$ cat src/hw/rtl/lrupb_pkg.sv
`timescale 1ns / 1ps

package lrupb_pkg;

  // Table geometry.
  localparam int unsigned FRAME_COUNT = 16;
  localparam int unsigned PIN_BITS    = 8;
  localparam int unsigned SLOT_W      = (FRAME_COUNT > 1) ? $clog2(FRAME_COUNT) : 1;
  localparam int unsigned CNT_W       = $clog2(FRAME_COUNT + 1);
  localparam int unsigned REC_W       = SLOT_W;

  // Fixed field widths.
  localparam int unsigned PAGE_W = 32;
  localparam int unsigned OP_W   = 3;
  localparam int unsigned ACT_W  = 3;
  localparam int unsigned OSLOT_W = 4;
  localparam int unsigned CFG_W  = 5;

  localparam logic [PIN_BITS-1:0] PIN_MAX = {PIN_BITS{1'b1}};
  localparam logic [PIN_BITS-1:0] PIN_ONE = PIN_BITS'(1);

  // Request operation codes.
  localparam logic [OP_W-1:0] OP_NEW_PAGE   = 3'd0;
  localparam logic [OP_W-1:0] OP_FETCH      = 3'd1;
  localparam logic [OP_W-1:0] OP_UNPIN      = 3'd2;
  localparam logic [OP_W-1:0] OP_FLUSH_PAGE = 3'd3;
  localparam logic [OP_W-1:0] OP_FLUSH_ALL  = 3'd4;

  // Result action codes.
  localparam logic [ACT_W-1:0] ACT_WRITE_BACK = 3'd0;
  localparam logic [ACT_W-1:0] ACT_READ_IN    = 3'd1;
  localparam logic [ACT_W-1:0] ACT_DONE       = 3'd2;
  localparam logic [ACT_W-1:0] ACT_ERROR      = 3'd3;
  localparam logic [ACT_W-1:0] ACT_DISK_FLUSH = 3'd4;

  // Register index of frames_in_use.
  localparam logic REG_FRAMES_IN_USE = 1'b0;
  localparam logic [CFG_W-1:0] FRAMES_RESET = CFG_W'(16);

  // One frame entry as held in the table memory.
  typedef struct packed {
    logic [PAGE_W-1:0]   page;
    logic [PIN_BITS-1:0] pins;
    logic [REC_W-1:0]    rec;
  } entry_t;

endpackage

$ cat src/hw/rtl/lru_pinned_page_buffer_table.sv
`timescale 1ns / 1ps

// Channel   Direction  Payload
// s_axis    in         tdata: page_number; tuser: operation, mark_dirty
// m_axis    out        tdata: page_out, slot; tuser: action, hit; tlast: last
// apb       in/out     register 0 at byte 0: frames_in_use
//
// A request takes a lookup pass over the frame memory and, when it changes
// recency, an update pass as well, both through the single read and single
// write memory port. Flush all visits each slot and reads only the dirty ones.
// Reset clears valid and dirty flags at once; no clearing pass is needed.
// A stalled result output holds the block in place until it is taken.
module lru_pinned_page_buffer_table (
  input  logic        clk_i,
  input  logic        rst_ni,
  input  logic        s_axis_tvalid,
  output logic        s_axis_tready,
  input  logic [31:0] s_axis_tdata,  // [31:0] page_number
  input  logic [3:0]  s_axis_tuser,  // [2:0] operation, [3] mark_dirty
  output logic        m_axis_tvalid,
  input  logic        m_axis_tready,
  output logic [39:0] m_axis_tdata,  // [31:0] page_out, [35:32] slot, [39:36] zero
  output logic [3:0]  m_axis_tuser,  // [2:0] action, [3] hit
  output logic        m_axis_tlast,
  input  logic        psel,
  input  logic        penable,
  input  logic        pwrite,
  input  logic [2:0]  paddr,
  input  logic [31:0] pwdata,
  output logic [31:0] prdata,
  output logic        pready
);

  localparam int unsigned N  = lrupb_pkg::FRAME_COUNT;
  localparam int unsigned SW = lrupb_pkg::SLOT_W;
  localparam int unsigned CW = lrupb_pkg::CNT_W;
  localparam int unsigned PB = lrupb_pkg::PIN_BITS;
  localparam int unsigned RW = lrupb_pkg::REC_W;
  localparam int unsigned AW = lrupb_pkg::ACT_W;

  typedef enum logic [2:0] {
    ST_IDLE, ST_SCAN, ST_DECIDE, ST_WB, ST_UPD, ST_RESP, ST_FA_RD, ST_FA_CHK
  } state_e;

  typedef enum logic [1:0] {
    UK_TOUCH, UK_OCC_FREE, UK_OCC_VICT
  } upd_kind_e;

  state_e    state_q;
  upd_kind_e kind_q;

  // Frame table memory and per-slot flags.
  lrupb_pkg::entry_t mem [N];
  lrupb_pkg::entry_t rdata_q;
  logic [N-1:0]      valid_q;
  logic [N-1:0]      mod_q;
  logic [lrupb_pkg::CFG_W-1:0] frames_q;

  // Request registers.
  logic [lrupb_pkg::OP_W-1:0]   op_q;
  logic [lrupb_pkg::PAGE_W-1:0] page_q;
  logic                         dirty_q;

  // Walk counter and read pipeline.
  logic [CW-1:0] idx_q;
  logic          pv_q;
  logic [SW-1:0] pidx_q;

  // Lookup results.
  logic          hit_f_q, free_f_q, vic_f_q;
  logic [SW-1:0] hit_s_q, free_s_q, vic_s_q;
  logic [PB-1:0] hit_pins_q;
  logic [RW-1:0] hit_rec_q, vic_rec_q;
  logic [lrupb_pkg::PAGE_W-1:0] vic_page_q;
  logic [CW-1:0] used_q;

  // Planned update and final result.
  logic [SW-1:0] tgt_q;
  logic [RW-1:0] ref_rec_q;
  logic [PB-1:0] new_pins_q;
  logic          new_mod_q;
  logic [AW-1:0] res_act_q;
  logic [lrupb_pkg::PAGE_W-1:0] res_page_q;
  logic [SW-1:0] res_slot_q;
  logic          res_hit_q;

  // Output register.
  logic          out_vld_q;
  logic [AW-1:0] out_act_q;
  logic [lrupb_pkg::PAGE_W-1:0] out_page_q;
  logic [SW-1:0] out_slot_q;
  logic          out_hit_q;
  logic          out_last_q;

  logic          can_emit;
  logic          emit_w;
  logic [SW-1:0] idx_s;
  logic          idx_end;
  logic          rd_en;
  logic          we;
  lrupb_pkg::entry_t wd;
  logic [CW-1:0] cap;
  logic          cfg_we;

  assign can_emit = !out_vld_q || m_axis_tready;
  assign emit_w   = can_emit &&
                    (state_q == ST_WB || state_q == ST_RESP || state_q == ST_FA_CHK);
  assign idx_s    = idx_q[SW-1:0];
  assign idx_end  = (idx_q == CW'(N));

  // Effective capacity, clamped to one through the frame count.
  always_comb begin
    if (frames_q == '0) begin
      cap = CW'(1);
    end else if (32'(frames_q) > N) begin
      cap = CW'(N);
    end else begin
      cap = CW'(frames_q);
    end
  end

  // Memory read issue.
  always_comb begin
    unique case (state_q)
      ST_SCAN, ST_UPD: rd_en = !idx_end;
      ST_FA_RD:        rd_en = !idx_end && valid_q[idx_s] && mod_q[idx_s];
      default:         rd_en = 1'b0;
    endcase
  end

  // Write-back of the update pass: one slot a cycle, written from the registered read data.
  always_comb begin
    we = (state_q == ST_UPD) && pv_q && ((pidx_q == tgt_q) || valid_q[pidx_q]);
    wd = rdata_q;
    if (pidx_q == tgt_q) begin
      wd.page = page_q;
      wd.pins = new_pins_q;
      wd.rec  = '0;
    end else begin
      unique case (kind_q)
        UK_TOUCH: begin
          if (rdata_q.rec < ref_rec_q) begin
            wd.rec = rdata_q.rec + RW'(1);
          end
        end
        UK_OCC_FREE: wd.rec = rdata_q.rec + RW'(1);
        UK_OCC_VICT: begin
          if (!(rdata_q.rec > ref_rec_q)) begin
            wd.rec = rdata_q.rec + RW'(1);
          end
        end
        default: wd.rec = rdata_q.rec;
      endcase
    end
  end

  always_ff @(posedge clk_i) begin
    if (rd_en) begin
      rdata_q <= mem[idx_s];
    end
    if (we) begin
      mem[pidx_q] <= wd;
    end
  end

  // Configuration port.
  assign pready = 1'b1;
  assign cfg_we = psel && penable && pwrite && (paddr[2] == lrupb_pkg::REG_FRAMES_IN_USE);
  assign prdata = (paddr[2] == lrupb_pkg::REG_FRAMES_IN_USE) ?
                  32'(frames_q) : '0;

  always_ff @(posedge clk_i or negedge rst_ni) begin
    if (!rst_ni) begin
      frames_q <= lrupb_pkg::FRAMES_RESET;
    end else if (cfg_we) begin
      frames_q <= pwdata[lrupb_pkg::CFG_W-1:0];
    end
  end

  // Stream ports.
  assign s_axis_tready = (state_q == ST_IDLE);
  assign m_axis_tvalid = out_vld_q;
  assign m_axis_tdata  = {4'b0, lrupb_pkg::OSLOT_W'(out_slot_q), out_page_q};
  assign m_axis_tuser  = {out_hit_q, out_act_q};
  assign m_axis_tlast  = out_last_q;

  // Sequencer.
  always_ff @(posedge clk_i or negedge rst_ni) begin
    if (!rst_ni) begin
      state_q    <= ST_IDLE;
      kind_q     <= UK_TOUCH;
      valid_q    <= '0;
      mod_q      <= '0;
      out_vld_q  <= 1'b0;
      pv_q       <= 1'b0;
      idx_q      <= '0;
      op_q       <= '0;
      page_q     <= '0;
      dirty_q    <= 1'b0;
      pidx_q     <= '0;
      hit_f_q    <= 1'b0;
      free_f_q   <= 1'b0;
      vic_f_q    <= 1'b0;
      hit_s_q    <= '0;
      free_s_q   <= '0;
      vic_s_q    <= '0;
      hit_pins_q <= '0;
      hit_rec_q  <= '0;
      vic_rec_q  <= '0;
      vic_page_q <= '0;
      used_q     <= '0;
      tgt_q      <= '0;
      ref_rec_q  <= '0;
      new_pins_q <= '0;
      new_mod_q  <= 1'b0;
      res_act_q  <= '0;
      res_page_q <= '0;
      res_slot_q <= '0;
      res_hit_q  <= 1'b0;
      out_act_q  <= '0;
      out_page_q <= '0;
      out_slot_q <= '0;
      out_hit_q  <= 1'b0;
      out_last_q <= 1'b0;
    end else begin
      // The output empties when taken, unless a new result loads this cycle.
      if (out_vld_q && m_axis_tready && !emit_w) begin
        out_vld_q <= 1'b0;
      end

      unique case (state_q)
        ST_IDLE: begin
          if (s_axis_tvalid) begin
            op_q     <= s_axis_tuser[2:0];
            page_q   <= s_axis_tdata;
            dirty_q  <= s_axis_tuser[3];
            idx_q    <= '0;
            pv_q     <= 1'b0;
            hit_f_q  <= 1'b0;
            free_f_q <= 1'b0;
            vic_f_q  <= 1'b0;
            used_q   <= '0;
            if (s_axis_tuser[2:0] == lrupb_pkg::OP_FLUSH_ALL) begin
              state_q <= ST_FA_RD;
            end else if (s_axis_tuser[2:0] > lrupb_pkg::OP_FLUSH_ALL) begin
              res_act_q  <= lrupb_pkg::ACT_DONE;
              res_page_q <= s_axis_tdata;
              res_slot_q <= '0;
              res_hit_q  <= 1'b0;
              state_q    <= ST_RESP;
            end else begin
              state_q <= ST_SCAN;
            end
          end
        end

        // Lookup pass: match, fill count, lowest free slot and LRU victim.
        ST_SCAN: begin
          pv_q   <= !idx_end;
          pidx_q <= idx_s;
          if (!idx_end) begin
            idx_q <= idx_q + CW'(1);
          end
          if (pv_q) begin
            if (valid_q[pidx_q]) begin
              used_q <= used_q + CW'(1);
              if (rdata_q.page == page_q && !hit_f_q) begin
                hit_f_q    <= 1'b1;
                hit_s_q    <= pidx_q;
                hit_pins_q <= rdata_q.pins;
                hit_rec_q  <= rdata_q.rec;
              end
              if (rdata_q.pins == '0 && (!vic_f_q || rdata_q.rec > vic_rec_q)) begin
                vic_f_q    <= 1'b1;
                vic_s_q    <= pidx_q;
                vic_rec_q  <= rdata_q.rec;
                vic_page_q <= rdata_q.page;
              end
            end else if (!free_f_q) begin
              free_f_q <= 1'b1;
              free_s_q <= pidx_q;
            end
          end else if (idx_end) begin
            state_q <= ST_DECIDE;
          end
        end

        ST_DECIDE: begin
          idx_q      <= '0;
          pv_q       <= 1'b0;
          res_page_q <= page_q;
          unique case (op_q)
            lrupb_pkg::OP_NEW_PAGE, lrupb_pkg::OP_FETCH: begin
              if (hit_f_q) begin
                kind_q     <= UK_TOUCH;
                tgt_q      <= hit_s_q;
                ref_rec_q  <= hit_rec_q;
                res_slot_q <= hit_s_q;
                res_hit_q  <= 1'b1;
                if (op_q == lrupb_pkg::OP_NEW_PAGE) begin
                  new_pins_q <= lrupb_pkg::PIN_ONE;
                  new_mod_q  <= 1'b0;
                  res_act_q  <= lrupb_pkg::ACT_READ_IN;
                end else begin
                  new_pins_q <= (hit_pins_q == lrupb_pkg::PIN_MAX) ?
                                hit_pins_q : hit_pins_q + PB'(1);
                  new_mod_q  <= mod_q[hit_s_q];
                  res_act_q  <= lrupb_pkg::ACT_DONE;
                end
                state_q <= ST_UPD;
              end else if (used_q < cap && free_f_q) begin
                kind_q     <= UK_OCC_FREE;
                tgt_q      <= free_s_q;
                new_pins_q <= lrupb_pkg::PIN_ONE;
                new_mod_q  <= 1'b0;
                res_act_q  <= lrupb_pkg::ACT_READ_IN;
                res_slot_q <= free_s_q;
                res_hit_q  <= 1'b0;
                state_q    <= ST_UPD;
              end else if (vic_f_q) begin
                kind_q     <= UK_OCC_VICT;
                tgt_q      <= vic_s_q;
                ref_rec_q  <= vic_rec_q;
                new_pins_q <= lrupb_pkg::PIN_ONE;
                new_mod_q  <= 1'b0;
                res_act_q  <= lrupb_pkg::ACT_READ_IN;
                res_slot_q <= vic_s_q;
                res_hit_q  <= 1'b0;
                state_q    <= mod_q[vic_s_q] ? ST_WB : ST_UPD;
              end else begin
                res_act_q  <= lrupb_pkg::ACT_ERROR;
                res_slot_q <= '0;
                res_hit_q  <= 1'b0;
                state_q    <= ST_RESP;
              end
            end
            lrupb_pkg::OP_UNPIN: begin
              res_act_q <= lrupb_pkg::ACT_DONE;
              if (hit_f_q) begin
                kind_q     <= UK_TOUCH;
                tgt_q      <= hit_s_q;
                ref_rec_q  <= hit_rec_q;
                new_pins_q <= (hit_pins_q == '0) ? hit_pins_q : hit_pins_q - PB'(1);
                new_mod_q  <= mod_q[hit_s_q] | dirty_q;
                res_slot_q <= hit_s_q;
                res_hit_q  <= 1'b1;
                state_q    <= ST_UPD;
              end else begin
                res_slot_q <= '0;
                res_hit_q  <= 1'b0;
                state_q    <= ST_RESP;
              end
            end
            lrupb_pkg::OP_FLUSH_PAGE: begin
              state_q <= ST_RESP;
              if (hit_f_q) begin
                mod_q[hit_s_q] <= 1'b0;
                res_act_q      <= lrupb_pkg::ACT_WRITE_BACK;
                res_slot_q     <= hit_s_q;
                res_hit_q      <= 1'b1;
              end else begin
                res_act_q  <= lrupb_pkg::ACT_DONE;
                res_slot_q <= '0;
                res_hit_q  <= 1'b0;
              end
            end
            default: begin
              res_act_q  <= lrupb_pkg::ACT_DONE;
              res_slot_q <= '0;
              res_hit_q  <= 1'b0;
              state_q    <= ST_RESP;
            end
          endcase
        end

        // Write-back of a dirty victim ahead of the read-in.
        ST_WB: begin
          if (can_emit) begin
            out_vld_q  <= 1'b1;
            out_act_q  <= lrupb_pkg::ACT_WRITE_BACK;
            out_page_q <= vic_page_q;
            out_slot_q <= vic_s_q;
            out_hit_q  <= 1'b0;
            out_last_q <= 1'b0;
            state_q    <= ST_UPD;
          end
        end

        // Update pass: recency ranks and the target entry are rewritten.
        ST_UPD: begin
          pv_q   <= !idx_end;
          pidx_q <= idx_s;
          if (!idx_end) begin
            idx_q <= idx_q + CW'(1);
          end else if (!pv_q) begin
            valid_q[tgt_q] <= 1'b1;
            mod_q[tgt_q]   <= new_mod_q;
            state_q        <= ST_RESP;
          end
        end

        ST_RESP: begin
          if (can_emit) begin
            out_vld_q  <= 1'b1;
            out_act_q  <= res_act_q;
            out_page_q <= res_page_q;
            out_slot_q <= res_slot_q;
            out_hit_q  <= res_hit_q;
            out_last_q <= 1'b1;
            state_q    <= ST_IDLE;
          end
        end

        // Flush all: visit each slot, read only the dirty ones.
        ST_FA_RD: begin
          if (idx_end) begin
            res_act_q  <= lrupb_pkg::ACT_DISK_FLUSH;
            res_page_q <= '0;
            res_slot_q <= '0;
            res_hit_q  <= 1'b0;
            state_q    <= ST_RESP;
          end else if (valid_q[idx_s] && mod_q[idx_s]) begin
            state_q <= ST_FA_CHK;
          end else begin
            idx_q <= idx_q + CW'(1);
          end
        end

        ST_FA_CHK: begin
          if (can_emit) begin
            out_vld_q    <= 1'b1;
            out_act_q    <= lrupb_pkg::ACT_WRITE_BACK;
            out_page_q   <= rdata_q.page;
            out_slot_q   <= idx_s;
            out_hit_q    <= 1'b0;
            out_last_q   <= 1'b0;
            mod_q[idx_s] <= 1'b0;
            idx_q        <= idx_q + CW'(1);
            state_q      <= ST_FA_RD;
          end
        end

        default: begin
          state_q <= ST_IDLE;
        end
      endcase
    end
  end

endmodule

$ cat config.mk
export PLATFORM = sky130hd
export DESIGN_NAME = lru_pinned_page_buffer_table
export DESIGN_NICKNAME = d
export VERILOG_FILES = /design/src/hw/rtl/lrupb_pkg.sv /design/src/hw/rtl/lru_pinned_page_buffer_table.sv
export SDC_FILE = /design/constraint.sdc
export NUM_CORES = 1
export LEC_CHECK = 0
export ABC_CLOCK_PERIOD_IN_PS = 3950
export BUFFER_PORTS_ARGS = -buffer_cell sky130_fd_sc_hd__buf_2
export CORE_MARGIN = 1
export CORE_UTILIZATION = 40
export DETAILED_ROUTE_END_ITERATION = 12
export HOLD_SLACK_MARGIN = 0.05
export PLACE_DENSITY_LB_ADDON = 0.25
export SETUP_SLACK_MARGIN = 0.05
export SLEW_MARGIN = 0
export SYNTH_ARGS = -nofsm -noshare
export SYNTH_HDL_FRONTEND = slang
export SYNTH_SLANG_ARGS = --single-unit
$ cat constraint.sdc
create_clock -name clk_i -period 3.95 [get_ports clk_i]
set_input_delay 0.395 -clock clk_i [delete_from_list [all_inputs] [get_ports clk_i]]
set_output_delay 0.395 -clock clk_i [all_outputs]
set_load 0.05 [all_outputs]
* After elaboration in Yosys (flattened, before gate mapping)
Memory sizes are Yosys's and may differ from the RTL's. A register that Yosys moved wholly into a read port is not among the register bits.
Index checks and enable logic that the tools add are counted.
** Operators by class
- Add/subtract/negate cells :: 5
- $lt $le $gt $ge :: 14
- Equality and inequality tests :: 44
- Multiplexer cells :: 155
- Bitwise gates (word level) :: 10
- Reduce and logical (&&, ||, !) cells :: 65
** Operators by type and width (count)
- $mux 32 :: 7
- $pmux 32 s3 :: 2
- $mux 4 :: 22
- $mux 16 :: 5
- $mux 3 :: 22
- $mux 8 :: 7
- $mux 5 :: 10
- $pmux 16 s3 :: 1
- $ne 2x2->1 const B :: 21
- $mux 40 :: 1
- $mux 1 :: 37
- $pmux 4 s3 :: 3
- $and 16x16->16 :: 2
- $eq 32x32->1 :: 1
- $not 16->16 :: 2
- $reduce_and 4->1 :: 7
- $lt 4x5->1 const B :: 5
- $pmux 5 s5 :: 1
- $pmux 3 s8 :: 1
- $pmux 4 s2 :: 3
- $bmux 1 s4 :: 5
- $reduce_and 5->1 :: 4
- $pmux 3 s2 :: 3
- $logic_and 1x1->1 :: 17
- other kinds (49) :: 104
** Word-level totals
- Register bits after elaboration :: 255
- RAM bits :: 704
- Input bits :: 78
- Output and inout bits :: 80
- Word-level logic and storage cells :: 330
- Memories :: 1
** Memories
- mem :: depth 16, width 44, read ports 1, clocked after Yosys merged registers in 1, write ports 1, line lru_pinned_page_buffer_table.sv:53 : lrupb_pkg::entry_t mem [N];

* Longest topological paths before layout
Gate-level depths: netlist of run 1.
- Depth in word-level cells :: 9
- Depth in mapped cells :: 14
- Gate-level depth less buffers :: 9

* Worst setup path after synthesis of run 1
No wires, ideal clock.
- Path kind :: flip-flop to flip-flop
- Start :: reg pidx_q[1]
- End :: mem mem[13][0] (netlist name), enable pin
- Library setup time :: 0.446 ns
- Data arrival time :: 3.399 ns
- Data required time :: 3.504 ns
- Path slack :: 0.105 ns
- Cell stages (with the launch flop) :: 8
- Buffers on the path :: 2
- Clock period less this slack :: 3.845 ns
- Cells stage by stage :: dfrtp_1 -> clkbuf_1 -> xnor2_1 -> nand4_1 -> inv_1 -> clkbuf_1 -> o211ai_1 -> nor2_1
** On the way
- Cells in the longest elaborated chain, start to end :: 6
- Elaborated cells on any way between the ends :: 7
- Those cells by class :: eq/ne (1); mux (4); reduce/logical (2)
** Ends and longest elaborated chain
- from (decl) :: line lru_pinned_page_buffer_table.sv:67 : logic [SW-1:0] pidx_q;
- from (signal assigned) :: line lru_pinned_page_buffer_table.sv:260 : pidx_q <= idx_s;
- from (signal assigned) :: line lru_pinned_page_buffer_table.sv:392 : pidx_q <= idx_s;
- $bmux 1 s4 :: line lru_pinned_page_buffer_table.sv:133 : we = (state_q == ST_UPD) && pv_q && ((pidx_q == tgt_q) || valid_q[pidx_q]);
- $mux 1 (implied by the code) :: line lru_pinned_page_buffer_table.sv:133
- $logic_or 1x1->1 :: line lru_pinned_page_buffer_table.sv:133
- $logic_and 1x1->1 :: line lru_pinned_page_buffer_table.sv:133
- $mux 1 :: line lru_pinned_page_buffer_table.sv:161 : if (we) begin
- $mux 1 (implied by the code) :: line lru_pinned_page_buffer_table.sv:162 : mem[pidx_q] <= wd;
- to (decl) :: line lru_pinned_page_buffer_table.sv:53
Several ways; a longest one is shown, not always the timed one. The select of a mux whose other input is x is not followed.

* Final worst setup path of run 1
- Start :: reg idx_q[0]
- End :: reg mod_q[12]
** On the way
- Cells in the longest elaborated chain, start to end :: 8
- Elaborated cells on any way between the ends :: 12
- Those cells by class :: order compare (2); eq/ne (2); mux (4); bitwise (2); reduce/logical (2)
** Ends and longest elaborated chain
- from (decl) :: line lru_pinned_page_buffer_table.sv:65 : logic [CW-1:0] idx_q;
- from (signal assigned) :: line lru_pinned_page_buffer_table.sv:262 : idx_q <= idx_q + CW'(1);
- from (signal assigned) :: line lru_pinned_page_buffer_table.sv:394 : idx_q <= idx_q + CW'(1);
- from (signal assigned) :: line lru_pinned_page_buffer_table.sv:425 : idx_q <= idx_q + CW'(1);
- $lt 4x5->1 (implied by the code) or $ge 4x1->1 (tied branches) :: line lru_pinned_page_buffer_table.sv:437 : mod_q[idx_s] <= 1'b0;
- $logic_and 1x1->1 (implied by the code) :: line lru_pinned_page_buffer_table.sv:437
- $mux 1 (implied by the code) :: line lru_pinned_page_buffer_table.sv:437
- $demux 1 s4 :: line lru_pinned_page_buffer_table.sv:437
- $not 16->16 (no line)
- $and 16x16->16 (no line)
- $mux 16 :: line lru_pinned_page_buffer_table.sv:430 : if (can_emit) begin
- $pmux 16 s3 :: line lru_pinned_page_buffer_table.sv:231 : unique case (state_q)
- to (signal, indexed assignment) :: line lru_pinned_page_buffer_table.sv:397 : mod_q[tgt_q] <= new_mod_q;
- to (decl) :: line lru_pinned_page_buffer_table.sv:56 : logic [N-1:0] mod_q;
Several ways; a longest one is shown, not always the timed one. The select of a mux whose other input is x is not followed.
A chain may end at the register's enable or synchronous reset.

==> results.json, run 1 <==
{
  "diodes": 0,
  "drt_wl_total_mm": 104,
  "finalNetCount": 2825,
  "power.density_mw_per_mm2": 798,
  "seq_area_frac_synth_pct": 68.5,
  "final.period_utilization_pct": 82.7,
  "postLayoutCoreUtil_pct": 46.7,
  "hold_viol": 0,
  "h-tree-depth": 3,
  "final_layout_size_suffix_gt1_share_pct": 24.7,
  "synth-seq-cells": 1003,
  "yosysWarnings": 0,
  "clk_latency_ns": 0.70,
  "netlist_instances": 2565,
  "critPathMaxStageDelay_ns": 0.65,
  "crit_path_start_kind": "flop",
  "dieArea_mm2": 0.107,
  "synth_ff_type": "edfxtp_1",
  "dieWidth_um": 326,
  "syn_avg_cell_area_um2": 16.4,
  "drc": 0,
  "synth_enable_flop_cells": 748,
  "start_util_pct": 40.5,
  "cap_violations": 0,
  "numCtsBuffers": 102,
  "synthesis.area_mm2": 0.0421,
  "via_per_inst": 5.58,
  "crit_family": "simple AND/OR/NAND/NOR gates",
  "fin_crit_ns": 3.26,
  "synth.distinct_cells": 76,
  "setup.worst_path.class": "reg -> reg",
  "cts-root-buf": "clkbuf_16",
  "endpoint_kind": "flop",
  "drt-pass1-iter-count": 8,
  "drv_slew": 0,
  "core-area_mm2": 0.104,
  "grt-ovfl-total": 0,
  "cp_max_fo": 16,
  "std_cell_rows": 118,
  "worstPathCellList": "inv_1 > ha_1 > nor4bb_1 > nand2_1 > nor2_1 > nand3_1 > nor3_1 > o22a_1",
  "antenna_found_initial": 0,
  "vias": 23400,
  "grt_max_degree": 133,
  "crit_buf_inv": 1,
  "drtIter0Drc": 2362,
  "status": "finished, final reports clean",
  "grt_pass1_wl_mm": 156,
  "dp_hpwl_mm": 61.0,
  "required_ns": 4.54,
  "fin_skew_ns": 0.0607,
  "ioPinCount": 158,
  "die_y_um": 326,
  "setup_tns_ns": 0,
  "grt_pass1_vias": 23700,
  "async_reset_ff_share_pct": 25.4,
  "ir_worst_vdd_mv": 0.643,
  "port-buffer-count": 96,
  "worst_pin_slew_ns": 1.27,
  "finalSetupViolCount": 0,
  "hold_path_class": "in -> reg",
  "clk_pin_slew_ns": 0.06,
  "clock_path_buffers": 3,
  "crit_path_top_delay_cell": "nor4bb_1",
  "clock_sinks": 1003,
  "max_clock_freq_mhz": 306,
  "ant_nets": 0,
  "p_leak_uw": 0.0174,
  "area_growth_syn_to_layout_pct": 15.3,
  "post_cts_resized": 0,
  "cts_tree": "built",
  "arrival_ns": 3.85,
  "relSlewSlack_pct": 14.5,
  "wl_per_cell_um": 24.9,
  "grt_setup_unrepaired": "no",
  "gp_congestion": 0.879,
  "grt_use_total_pct": 19.6
}
-- synth_stat cells (all sizes together) (4+ instances only) --
library cell / count / share of area [%]
xor2: 30 / 0.62
edfxtp: 748 / 53
or3: 8 / 0.12
a211oi: 10 / 0.21
a31oi: 14 / 0.21
o21a: 5 / 0.089
nand2: 355 / 3.2
o22ai: 14 / 0.21
nor4: 13 / 0.19
a221o: 4 / 0.095
nand3: 17 / 0.21
mux4: 242 / 13
nor3b: 5 / 0.089
o31ai: 4 / 0.071
mux2: 71 / 2.3
or2: 17 / 0.25
o22a: 18 / 0.37
inv: 24 / 0.21
dfrtp: 254 / 15
nand2b: 14 / 0.21
clkbuf: 106 / 0.95
mux2i: 49 / 1.2
nand4: 8 / 0.12
a21o: 11 / 0.20
a22oi: 40 / 0.71
a22o: 15 / 0.31
nor2b: 17 / 0.25
buf: 77 / 1.1
ha: 21 / 0.62
nor3: 22 / 0.27
xnor2: 16 / 0.33
nor2: 113 / 1.0
a21oi: 48 / 0.57
o21ai: 104 / 1.2
and3: 6 / 0.089
-- layer usage --
metal  up-vias  GRT usage, %  part of all wire [%]
met3       116          2.73                   6.2
met5         -             0                     0
li1      10200             -                     -
met1     12300          28.3                    44
met4         0          5.28                   1.9
met2       823          31.4                    48
-- cell usage in the layout, fill, tap and decap left out, types with 18 or more instances in the layout --
cell             n
buf_4           42
mux4_2         241
mux2i_1         49
mux2_2          21
clkinv_1        20
o21ai_0        102
ha_1            21
nand2_1        353
mux2_4          50
edfxtp_1       748
buf_12          30
buf_2           95
a22oi_1         40
dlygate4sd3_1   42
conb_1          32
a21oi_1         48
clkinv_2        23
dfrtp_1        250
nor2_1          95
nor3_1          21
inv_1           22
xor2_1          30
o22a_1          18
clkbuf_16      104
-- worst paths after layout --
| path | start | endpoint | slack [ns] | cells after the start |
|---|---|---|---|---|
| min | s_axis_tvalid | pv_q | 0.21 | 4 |
| max reg2reg | idx_q[0] | mod_q[12] | 0.69 | 8 |
| min reg2reg | m_axis_tlast | m_axis_tlast | 0.47 | 1 |
| min in group asynchronous | rst_ni | valid_q[12] | 0.35 | 2 |
| max | idx_q[0] | mod_q[12] | 0.69 | 8 |
| max in group asynchronous | rst_ni | new_pins_q[1] | 2.53 | 3 |
-- power breakdown --
part | internal, uW | total (uW) | switching [uW] | leakage [uW]
combinational | 3850 | 11900 | 8080 | 0.00553
sequential | 15600 | 16900 | 1350 | 0.0102
clock | 5720 | 9880 | 4170 | 0.00169
total | 25100 | 38700 | 13600 | 0.0174
-- through the flow --
stage | instances | area (um2) | total power (uW) | hold slack (ns) | setup slack [ns]
2_1_floorplan | 2595 | 42200 | 24800 | 0.0994 | 0.105
3_3_place_gp | 3960 | 44600 | 28500 | 0.456 | 0.892
3_5_place_dp | 3960 | 44600 | 29000 | 0.463 | 0.777
4_1_cts | 4190 | 48500 | 39000 | 0.160 | 0.766
5_1_grt | 4190 | 48500 | 40500 | 0.240 | 0.489
6_report | 4190 | 48500 | 38700 | 0.206 | 0.685
-- timing repair --
action,CTS,global route
buffers inserted,0,0
endpoints found under the hold margin,152,0
hold buffers,42,0
-- worst reg2reg max path, delay by kind of cell (launching register included) --
family,cells,cell delay [ns]
AND/OR/NAND/NOR,5,1.85
flip-flops,1,0.63
adder cells (fa/ha/maj),1,0.34
buffers and inverters,1,0.16
AO/OA/AOI/OAI,1,0.21
-- cells by family after synthesis --
kind of cell | after synthesis | share of synthesized area (%)
other | 2 | 0.0178
adder cells (fa/ha/maj) | 21 | 0.624
AO/OA/AOI/OAI | 313 | 4.83
flip-flops | 1003 | 68.5
buffers and inverters | 207 | 2.28
multiplexers | 362 | 16.5
AND/OR/NAND/NOR | 611 | 6.31
XOR/XNOR | 46 | 0.957
-- layout make-up --
class	instances	area (um2)
fill	8781	55400
sequential	1003	28900
multi-input combinational	1385	12600
clock buffer	123	2750
timing repair buffer	210	1830
tap	1380	1730
clock inverter	65	713
inverter	24	91.3
-- registers in the layout, indices dropped and copies added, names as in the netlist, 5 cells and up --
signal and cells:
out_page_q 32, valid_q 16, used_q 5, mod_q 16, hit_pins_q 8, vic_page_q 32
res_page_q 32, page_q 32, rdata_q 44, idx_q 5, mem 704, new_pins_q 8
frames_q 5
No activity file was read; power rests on OpenSTA's default activity.
==> run 2, diff against run 1 <==
ABC_AREA = 1   (was unset)
ABC_CLOCK_PERIOD_IN_PS = 3200   (was 3950)
clock period = 3.2 ns   (was 3.95 ns; I/O delays follow)
==> run 2 against run 1 <==
Synthesized cell count is 53% higher. Cell count grew 32%. Die area is 0.94% higher. Combinational power rose by 20%. Via count is 27% higher. Wire length is 10% higher. Global-route usage is 1.5 points higher. Non-clock buffer count grew 47. Clock power grew 19%. Critical path type unchanged. Highest routed layer unchanged.
==> results.json, run 2 <==
{
  "status": "finished, final reports clean",
  "via_per_inst": 5.34,
  "dp_hpwl_mm": 68.3,
  "worst_pin_slew_ns": 1.02,
  "post_cts_resized": 0,
  "final-seq-area_mm2": 0.0289,
  "port-buffer-count": 96,
  "multi_input_area_mm2": 0.0117,
  "start_util_pct": 40.4,
  "finalSetupViolCount": 0,
  "yosysMostFrequentCell": "edfxtp_1",
  "yosysWarnings": 0,
  "h-tree-depth": 3,
  "drc": 0,
  "vias": 29600,
  "cts-root-buf": "clkbuf_16",
  "clock_sinks": 1003,
  "cts_tree": "built",
  "fin_ws_ns": 0.275,
  "grt_setup_unrepaired": "no",
  "top_layer": "met4",
  "reg2reg_from": "state_q[2]",
  "setup_tns_ns": 0,
  "drv_slew": 0,
  "ir_worst_vdd_mv": 0.600,
  "endpoint_kind": "flop",
  "wl_met3_mm": 7.76,
  "final.period_utilization_pct": 91.4,
  "drtIter0Drc": 3058,
  "seq_area_frac_synth_pct": 67.9,
  "antenna_found_initial": 3,
  "final_common_cell": "edfxtp_1",
  "crit_end": "mem[6][29]",
  "place_inst": 5313,
  "std_cell_rows": 119,
  "cp-startpoint": "state_q[2]",
  "synth_enable_flop_cells": 748,
  "required_ns": 3.51,
  "relSlewSlack_pct": 32.0,
  "crit_path_start_kind": "flop",
  "critPathMaxStageDelay_ns": 0.52,
  "synth-seq-cells": 1003,
  "place_ws_ns": 0.321,
  "synth_ff_type": "edfxtp_1",
  "cp_max_fo": 19,
  "regMostFlops": "mem",
  "die_y_um": 328,
  "clock_path_buffers": 3,
  "max_clock_freq_mhz": 342,
  "grt_max_degree": 151,
  "fin_skew_ns": 0.0222,
  "wl_per_cell_um": 20.7,
  "clk_pin_slew_ns": 0.06,
  "grt_use_total_pct": 21.2,
  "crit_path_top_delay_cell": "dfrtp_1",
  "routed-wl-met2_mm": 53.7,
  "grt_pass1_vias": 28000,
  "path_common_cell": "nand2_1",
  "ioPinCount": 158,
  "power.density_mw_per_mm2": 927,
  "crit_buf_inv": 3,
  "worstPathCellList": "inv_1 > nor2_2 > nand2_1 > inv_1 > nand2_1 > a21oi_2 > nand2_1 > nor2_4 > buf_4",
  "dieArea_mm2": 0.108,
  "reg_top3": "mem x704, rdata_q x44",
  "synth_common_cells": "edfxtp_1, nand2_1, o21ai_0, nor2_1, dfrtp_1",
  "worst-path-stages": 9,
  "cap_violations": 0,
  "drt_wl_total_mm": 115,
  "reg2regPathDepth": 9,
  "drt-pass1-iter-count": 6,
  "final_layout_size_suffix_gt1_share_pct": 10.3,
  "gp_congestion": 0.936,
  "yosysTopAreaCell": "edfxtp_1",
  "setup.worst_path.class": "reg -> reg",
  "core-area_mm2": 0.105,
  "layout_common_cells": "edfxtp_1, nand2_1, o21ai_0",
  "netlist_instances": 3924,
  "dieWidth_um": 328,
  "async_reset_ff_share_pct": 25.4,
  "fillers": 9632,
  "power_uw": 45300,
  "r2r_slack_ns": 0.27,
  "arrival_ns": 3.24,
  "grt-ovfl-total": 0,
  "synthesis.area_mm2": 0.0425,
  "ant_nets": 0,
  "area_growth_syn_to_layout_pct": 14.9,
  "synth_area_leaders": "edfxtp_1, dfrtp_1, o21ai_0",
  "r2r_end": "mem[6][29]",
  "hold_viol": 0,
  "postCtsSetupBuffers": 0,
  "numCtsBuffers": 100,
  "drt-met1-wl_mm": 50.7,
  "crit_family": "simple AND/OR/NAND/NOR gates",
  "fin_crit_ns": 2.93,
  "p_leak_uw": 0.0184,
  "syn_avg_cell_area_um2": 10.8,
  "largest_register_ffs": 704,
  "final_cells": 5544,
  "finalNetCount": 4166,
  "yosys.area.top_type_share_pct": 52.9,
  "grt_pass1_wl_mm": 174,
  "hold_path_class": "in -> reg",
  "synth.distinct_cells": 51,
  "clk_latency_ns": 0.68
}
-- run 2: cell types whose count changed in the layout (fill, tap and decap cells not counted), sizes merged, moves of 223 or more --
cell / change
o21ai: +546
nor2: +379
nand2: +344
mux4: -242
inv: +241
o22ai: +223
-- run 2: area by class of cell --
cell class	count	share of cell area, %
flip-flops and latches	1003	59.1
multi-input cells	2440	24.1
clock buffers	136	5.81
repair buffers	257	4.42
well taps	1391	3.57
inverters	265	2.06
clock inverters	51	0.956
diodes	1	0.00513
-- run 2: repair_timing --
action / CTS / global route
endpoints found under the hold margin: 148 / 0
hold buffers: 43 / 0
endpoints found under the setup margin: 0 / 0
-- run 2: worst min-delay path by stage --
| stage | startpoint | to | slack [ns] | cells past startpoint |
|---|---|---|---|---|
| 2_1_floorplan | rst_ni | dirty_q | 0.02 | 0 |
| 3_3_place_gp | rst_ni | mod_q[7] | 0.39 | 1 |
| 3_5_place_dp | rst_ni | mod_q[7] | 0.38 | 1 |
| 4_1_cts | s_axis_tvalid | pv_q | 0.08 | 6 |
| 5_1_grt | pwrite | frames_q[4] | 0.19 | 3 |
| 6_report | s_axis_tvalid | pv_q | 0.12 | 6 |
-- run 2: per-stage QoR --
stage                     area [um2]  util [%]  hold slack, ns
final                          48800      46.4           0.124
after global routing           48800      46.4           0.186
after CTS                      48800      46.4          0.0828
after detailed placement       45100      42.8           0.380
after global placement         45100      42.8           0.388
after floorplan                42600         -          0.0244
-- run 2: where the power goes --
part           total (uW)  leakage [uW]  switching [uW]  internal [uW]
Clock               11800       0.00163            4980           6790
Sequential          19200        0.0101             991          18200
Combinational       14300       0.00669           10600           3700
Total               45300        0.0184           16600          28700
-- run 2: logic make-up after synthesis --
kind of cell               Yosys count  synth area share (%)
other                                2                0.0177
DFF                               1003                  67.9
and+or+nand+nor                   1325                  12.6
buffers and inverters              511                  5.08
adders and majority gates           21                 0.618
xor gates and xnor gates            23                 0.474
AOI/OAI and AO/OA                 1039                  13.4
-- run 2: worst reg2reg max path: stages, from the launching register on --
cell	delay, ns
dfrtp_1	0.52
inv_1	0.15
nor2_2	0.23
nand2_1	0.11
inv_1	0.23
nand2_1	0.16
a21oi_2	0.20
nand2_1	0.32
nor2_4	0.23
buf_4	0.40
-- run 2: layer usage --
| layer | up-vias | GRT usage (%) |
|---|---|---|
| met5 | - | 0 |
| met4 | 0 | 6.30 |
| met3 | 153 | 3.24 |
| met2 | 1013 | 34.1 |
| met1 | 14400 | 29.6 |
| li1 | 14000 | - |
